**src/sv/bpe_pkg.sv**
```systemverilog
`default_nettype none
package bpe_pkg;

  localparam int LEVEL_MAX_DEF = 64;
  localparam logic [6:0] LEVEL_RESET = 7'd12;

  localparam int NUM_W   = 23;  // i*65536 + n/2
  localparam int DEN_W   = 7;
  localparam int WT_W    = 17;  // Bernstein weight, Q0.16 up to 1.0
  localparam int CW_W    = 18;  // signed derivative coefficient
  localparam int ACC_W   = 56;
  localparam int TAN_W   = 24;
  localparam int COORD_W = 16;
  localparam int NRM_W   = 24;

  localparam logic [4:0] ACC_LAST = 5'd17;  // 16 issues plus two pipe stages
  localparam logic [4:0] ACC_PTS  = 5'd16;

  localparam logic OP_LOAD = 1'b0;
  localparam logic OP_EVAL = 1'b1;

  typedef enum logic [2:0] {
    ST_IDLE,
    ST_DIV,
    ST_W1,
    ST_W2,
    ST_ACC,
    ST_X1,
    ST_OUT
  } state_t;

  typedef struct packed {
    logic       in_ready;
    logic       div_go;
    logic       w1;
    logic       w2;
    logic       issue;
    logic [3:0] idx;
    logic       x1;
    logic       load_out;
  } cmd_t;

  typedef struct packed {
    logic eval_req;
    logic div_busy;
    logic out_free;
  } status_t;

endpackage
`default_nettype wire

```
**src/sv/bpe_ctrl.sv**
```systemverilog
`default_nettype none
module bpe_ctrl
  import bpe_pkg::*;
(
  input  wire logic    clk,
  input  wire logic    rst_n,
  input  wire status_t st,
  output cmd_t         cmd
);
  state_t     state_r, state_nxt;
  logic [4:0] cnt_r, cnt_nxt;

  always_comb begin
    state_nxt = state_r;
    cnt_nxt   = cnt_r;
    unique case (state_r)
      ST_IDLE: if (st.eval_req) state_nxt = ST_DIV;
      ST_DIV:  if (!st.div_busy) state_nxt = ST_W1;
      ST_W1:   state_nxt = ST_W2;
      ST_W2: begin
        state_nxt = ST_ACC;
        cnt_nxt   = '0;
      end
      ST_ACC: begin
        cnt_nxt = cnt_r + 1'b1;
        if (cnt_r == ACC_LAST) state_nxt = ST_X1;
      end
      ST_X1:   state_nxt = ST_OUT;
      ST_OUT:  if (st.out_free) state_nxt = ST_IDLE;
      default: state_nxt = ST_IDLE;
    endcase
  end

  always_comb begin
    cmd          = '0;
    cmd.idx      = cnt_r[3:0];
    unique case (state_r)
      ST_IDLE: begin
        cmd.in_ready = 1'b1;
        cmd.div_go   = st.eval_req;
      end
      ST_W1:  cmd.w1 = 1'b1;
      ST_W2:  cmd.w2 = 1'b1;
      ST_ACC: cmd.issue = cnt_r < ACC_PTS;
      ST_X1:  cmd.x1 = 1'b1;
      ST_OUT: cmd.load_out = st.out_free;
      default: cmd.in_ready = 1'b0;
    endcase
  end

  always_ff @(posedge clk) begin
    if (!rst_n) begin
      state_r <= ST_IDLE;
      cnt_r   <= '0;
    end else begin
      state_r <= state_nxt;
      cnt_r   <= cnt_nxt;
    end
  end
endmodule
`default_nettype wire

```
**config.mk**
```make
export PLATFORM = sky130hd
export DESIGN_NAME = bpe_ctrl
export DESIGN_NICKNAME = d
export VERILOG_FILES = /design/src/sv/bpe_pkg.sv /design/src/sv/bpe_ctrl.sv
export SDC_FILE = /design/constraint.sdc
export NUM_CORES = 1
export LEC_CHECK = 0
export ABC_CLOCK_PERIOD_IN_PS = 4000
export BUFFER_PORTS_ARGS = -buffer_cell sky130_fd_sc_hd__buf_2
export CORE_AREA = 2 2 39 41
export CTS_CLUSTER_DIAMETER = 60
export DETAILED_ROUTE_END_ITERATION = 8
export DIE_AREA = 0 0 41 43
export PLACE_DENSITY = 0.65
export SETUP_SLACK_MARGIN = 0.1
export SYNTH_ARGS = -nofsm -noshare
export SYNTH_HDL_FRONTEND = slang
export SYNTH_SLANG_ARGS = --single-unit
```
**constraint.sdc**
```tcl
create_clock -name clk -period 4 [get_ports clk]
set_input_delay 0.4 -clock clk [delete_from_list [all_inputs] [get_ports clk]]
set_output_delay 0.4 -clock clk [all_outputs]
set_load 0.005 [all_outputs]
```
==> results.cfg, run 1 <==
[outcome]
outcome = finished, final reports clean

[finish]
layout-drive-gt1-share_pct = 28.57
post-route-util_pct = 43.85
fillers = 146
n_antenna_cell = 0
final_area_um2 = 606.8
syn_to_final_growth_pct = 11.75
fin_nets = 86
register_area_um2 = 160.2
multi_input_area_um2 = 321.6
final_cell_count_no_fill = 93

[routing]
wirelength_um = 1174
ant_nets = 0
avgViaCountPerCell = 5.527
drc_errors = 0
drt_iter0_markers = 9
dr.pass1.iters = 4
via_count = 514
wl_per_cell_um = 12.62

[yosys]
synthMuxAreaShare_pct = 0
netlist_area_um2 = 543.0
synthXorXnorAreaFrac_pct = 0
syn_area_per_cell_um2 = 8.228
post-synth-top-count-cell = dfxtp_1
synth_warnings = 0
synthArstFlopShare_pct = 0
synth_top_family_by_area = simple AND/OR/NAND/NOR gates
yosysTopAreaCellShare_pct = 29.49
synthTopCellsByArea = dfxtp_1, buf_4, a21oi_1, and3_1, ha_1
synth_compound_area_share_pct = 20.74
synth_adder_area_share_pct = 4.608
synth-seq-cells = 8
synth-edff-count = 0
synth_top_area_cell = dfxtp_1
ys_seq_area_share_pct = 29.49
synthCells = 66
synthFlopType = dfxtp_1
yosysUniqueCellTypes = 31
syn-num-nets = 73
yosys.area_share.simple_pct = 33.87
synthTopCellsByCount = dfxtp_1, a21oi_1, nand2_1, buf_4, and3_1

[grt]
grt_pass1_vias = 401
antenna_found_initial = 0
grt_pass1_wl_um = 1766
grt_max_degree = 14
grt.overflow.total = 0
grt.total_usage_pct = 15.35

[critical_path]
crit_type = flip-flop to primary output
endpoint_kind = primary output
worstPathRequired_ns = 3.60
cp.arrival_ns = 1.42
slowest_stage = dfxtp_1
crit_chain = and2b_2 -> and3_1 -> buf_2
critPathMaxFanout = 13
max_stage_delay_ns = 0.55
start_kind = flip-flop

[place]
pre_cts_ws_ns = 2.474
place_inst = 90
dp_hpwl_um = 800.3
gp_congestion = 0.7114
port-buffer-count = 15
placed_area_um2 = 584.3

[clocking]
clkSlewWorstSetupHoldPaths_ns = 0.06
cts_root_buf = clkbuf_4
cts_buffer_depth = 2
h-tree-depth = 1
clock_latency_ns = 0.26
cts_tree = done
postCtsSetupRepairBufs = 0
cts_sinks = 8
cts_buffers = 3
cts_resized = 0
cts_hold_buf = 0

[sta]
whs_ns = 0.4365
slew_violations = 0
post-route-min-period_ns = 1.818
finalHoldViolCount = 0
finalSetupViolCount = 0
fin_crit_sh_pct = 45.44
relSlewSlack_pct = 74.04
skew_ns = 0.0009211
fmax_mhz = 550.1
tightestPinTransition_ns = 0.3888
setup_ws_ns = 2.182
tns_ns = 0
rsz0062_at_grt = no

[power]
power_mw = 0.1767
p_leak_nw = 0.2616
power_density_nw_per_um2 = 291.2
ir_worst_vdd_v = 0.0001525

[floorplanning]
num_io_pins = 16
core-area_um2 = 1384
die-area_um2 = 1763
die_h_um = 43
dieWidth_um = 41
core.rowCount = 14
start_util_pct = 39.24

[flow_run]
timing.max_cap.violations = 0

[worst_hold_path]
min_path_type = input port to flip-flop
[cell type report]
type                    count  area share (%)
clock buffers               3           3.711
inverters                   2           1.237
multi-input cells          49           52.99
flip-flops and latches      8           26.39
well taps                  16           3.299
repair buffers             15           12.37
[layer usage]
metal | share of wire (%) | track usage [%] | routed length, um
met5 | 0 | 0 | 0
met4 | 1.3 | 8.000 | 15
met3 | 8.3 | 7.853 | 97
met2 | 42 | 20.63 | 494
met1 | 48 | 19.23 | 566
[logic make-up (layout without fill, tap and decap cells)]
group                      after synthesis  in the layout
and+or+nand+nor                         29             29
DFF                                      8              8
AOI/OAI and AO/OA                       18             18
adders and majority gates                2              2
buffers and inverters                    9             20
[sequential cells by signal, summed over array words and instances, names as in the netlist]
| signal | cells |
|---|---|
| state_r | 3 |
| cnt_r | 5 |
[worst paths after layout]
path	slack (ns)	startpoint	depth (start not counted)	to
worst max-delay path	2.18	state_r[0]	3	cmd[0]
worst min-delay path	0.44	rst_n	2	state_r[2]
worst max register to register	2.58	state_r[2]	3	state_r[0]
worst min register to register	0.57	cnt_r[1]	2	cnt_r[1]
[critical path, delay by kind of cell, from the launching register on]
kind,cells,cell delay (ns)
and+or+nand+nor,2,0.49
buffers and inverters,1,0.12
DFF,1,0.55
[cell usage in the layout (no fill, tap or decap), types with 2 or more instances in the layout]
cell type / count
nor4b_1: 2
nand2_1: 6
a21oi_1: 7
nor3_1: 2
clkbuf_4: 3
nor2_1: 3
ha_1: 2
buf_2: 15
and2_1: 2
o21a_1: 2
o21ai_0: 3
and3_1: 4
dfxtp_1: 8
inv_1: 2
[power by group]
group	switching, mW	internal, mW
sequential	0.00677	0.0821
combinational	0.0112	0.0122
clock	0.0299	0.0345
total	0.0479	0.129
Power figures use the tool's default switching activity.
==> run 2: changes to the inputs <==
--- a/config.mk
+++ b/config.mk
@@ -5,13 +5,13 @@
 export SDC_FILE = /design/constraint.sdc
 export NUM_CORES = 1
 export LEC_CHECK = 0
-export ABC_CLOCK_PERIOD_IN_PS = 4000
+export ABC_CLOCK_PERIOD_IN_PS = 1600
 export BUFFER_PORTS_ARGS = -buffer_cell sky130_fd_sc_hd__buf_2
 export CORE_AREA = 2 2 39 41
 export CTS_CLUSTER_DIAMETER = 60
 export DETAILED_ROUTE_END_ITERATION = 8
 export DIE_AREA = 0 0 41 43
-export PLACE_DENSITY = 0.65
+export PLACE_DENSITY = 0.68
 export SETUP_SLACK_MARGIN = 0.1
 export SYNTH_ARGS = -nofsm -noshare
 export SYNTH_HDL_FRONTEND = slang
==> constraint.sdc (replaced) <==
create_clock -name clk -period 1.6 [get_ports clk]
set_input_delay 0.16 -clock clk [delete_from_list [all_inputs] [get_ports clk]]
set_output_delay 0.16 -clock clk [all_outputs]
set_load 0.005 [all_outputs]
==> results.cfg, run 2 (synthesized netlist as in run 1, its figures left out) <==
[outcome]
outcome = finished, final reports clean

[clocking]
clock_latency_ns = 0.25
cts_buffer_depth = 2
cts_buffers = 3
cts_root_buf = clkbuf_4
cts_tree = done
clkSlewWorstSetupHoldPaths_ns = 0.06
cts_sinks = 8
h-tree-depth = 1

[floorplanning]
start_util_pct = 39.24
die_h_um = 43
dieWidth_um = 41
core.rowCount = 14
core-area_um2 = 1384
die-area_um2 = 1763
num_io_pins = 16

[place]
port-buffer-count = 15
gp_congestion = 0.7263
place_inst = 91
dp_hpwl_um = 828.9

[power]
p_int_mw = 0.3236
power_density_nw_per_um2 = 703.1
switching_share_pct = 26.57
p_leak_nw = 0.2700
ir_worst_vdd_v = 0.0002989
power.switching_mw = 0.1171
pwr-share-comb_pct = 13.8
p_seq_share_pct = 50.5
clockPowerShare_pct = 35.7

[critical_path]
endpoint_kind = primary output
critPathMaxFanout = 13
crit_chain = or3b_4 -> nor2_1 -> buf_2
worstPathRequired_ns = 1.44
cp.arrival_ns = 1.27
crit_family = simple AND/OR/NAND/NOR gates
crit_type = flip-flop to primary output
start_kind = flip-flop
slowest_stage = or3b_4
cp.buffers_inverters = 1
max_stage_delay_ns = 0.44

[routing]
drt_iter0_markers = 8
wirelength_um = 1174
dr.pass1.iters = 4
avgViaCountPerCell = 5.660
drc_errors = 0
ant_nets = 0
wl_per_cell_um = 12.49
via_count = 532

[sta]
fin_crit_sh_pct = 89.51
relSlewSlack_pct = 81.66
finalHoldViolCount = 0
slew_violations = 0
rsz0062_at_grt = no
whs_ns = 0.2037
fmax_mhz = 698.2
tns_ns = 0
tightestPinTransition_ns = 0.2745
skew_ns = 0.001430
finalSetupViolCount = 0
post-route-min-period_ns = 1.432

[finish]
layout-drive-gt1-share_pct = 34.62
layout_commonest_cell = buf_2
regMostFlops = cnt_r
syn_to_final_growth_pct = 15.44
largest_reg_flops = 5
n_antenna_cell = 0
top_regs = cnt_r: 5 flops, state_r: 3 flops
final_cell_count_no_fill = 94
fin_nets = 87
layout_common_cells = buf_2, a21oi_1, nand2_1, dfxtp_1, and3_1
post-route-util_pct = 45.30

[grt]
grt_pass1_vias = 437
antenna_found_initial = 0
grt.total_usage_pct = 15.78
grt_pass1_wl_um = 1869
grt.overflow.total = 0
grt_max_degree = 14

[flow_run]
timing.max_cap.violations = 0

[worst_hold_path]
min_path_type = input port to flip-flop
==> run 2: cell types whose count changed in the layout (fill, tap and decap cells not counted), sizes merged <==
cell | previous run | this run
buf | 15 | 16
==> run 2: final cells by class <==
class	instances	area, um^2
Fill cell	142	757.0
Multi-Input combinational cell	49	327.8
Sequential cell	8	166.4
Timing Repair Buffer	16	82.58
Clock buffer	3	22.52
Tap cell	16	20.02
Inverter	2	7.507
==> run 2: power by group through the flow <==
stage | logic [mW] | registers, mW | clock network, mW
after floorplan | 0.0515 | 0.214 | 0
after global placement | 0.0592 | 0.225 | 0
after detailed placement | 0.0600 | 0.226 | 0
after CTS | 0.0608 | 0.222 | 0.165
after global routing | 0.0680 | 0.224 | 0.185
final | 0.0608 | 0.222 | 0.157
==> run 2: worst paths after layout <==
path	startpoint	endpoint	slack, ns	cells past startpoint
max	state_r[1]	cmd[6]	0.17	3
min reg2reg	state_r[1]	state_r[1]	0.56	2
min	rst_n	state_r[2]	0.20	2
max reg2reg	cnt_r[0]	cnt_r[4]	0.26	4
==> run 2: per-stage QoR <==
stage | total power, mW | setup WS, ns | cell area (um^2)
final | 0.4407 | 0.1678 | 626.9
after global routing | 0.4766 | 0.1118 | 626.9
after CTS | 0.4476 | 0.1032 | 616.8
after detailed placement | 0.2857 | 0.2525 | 591.8
after global placement | 0.2844 | 0.2425 | 591.8
after floorplan | 0.2658 | 0.3529 | 543.0
==> run 2: what timing repair did <==
item                                    in CTS  in global routing
gates resized for setup                      2                  3
endpoints found under the setup margin       3                  4
buffers inserted                             0                  0
hold endpoints to repair                     0                  0
hold buffers                                 0                  0
==> run 2: layer usage <==
layer,up-vias,GRT usage (%),wire [um]
met5,-,0,0
met4,0,10.00,5
met3,2,3.141,77
met2,19,19.69,539
met1,249,23.55,551
li1,262,-,-
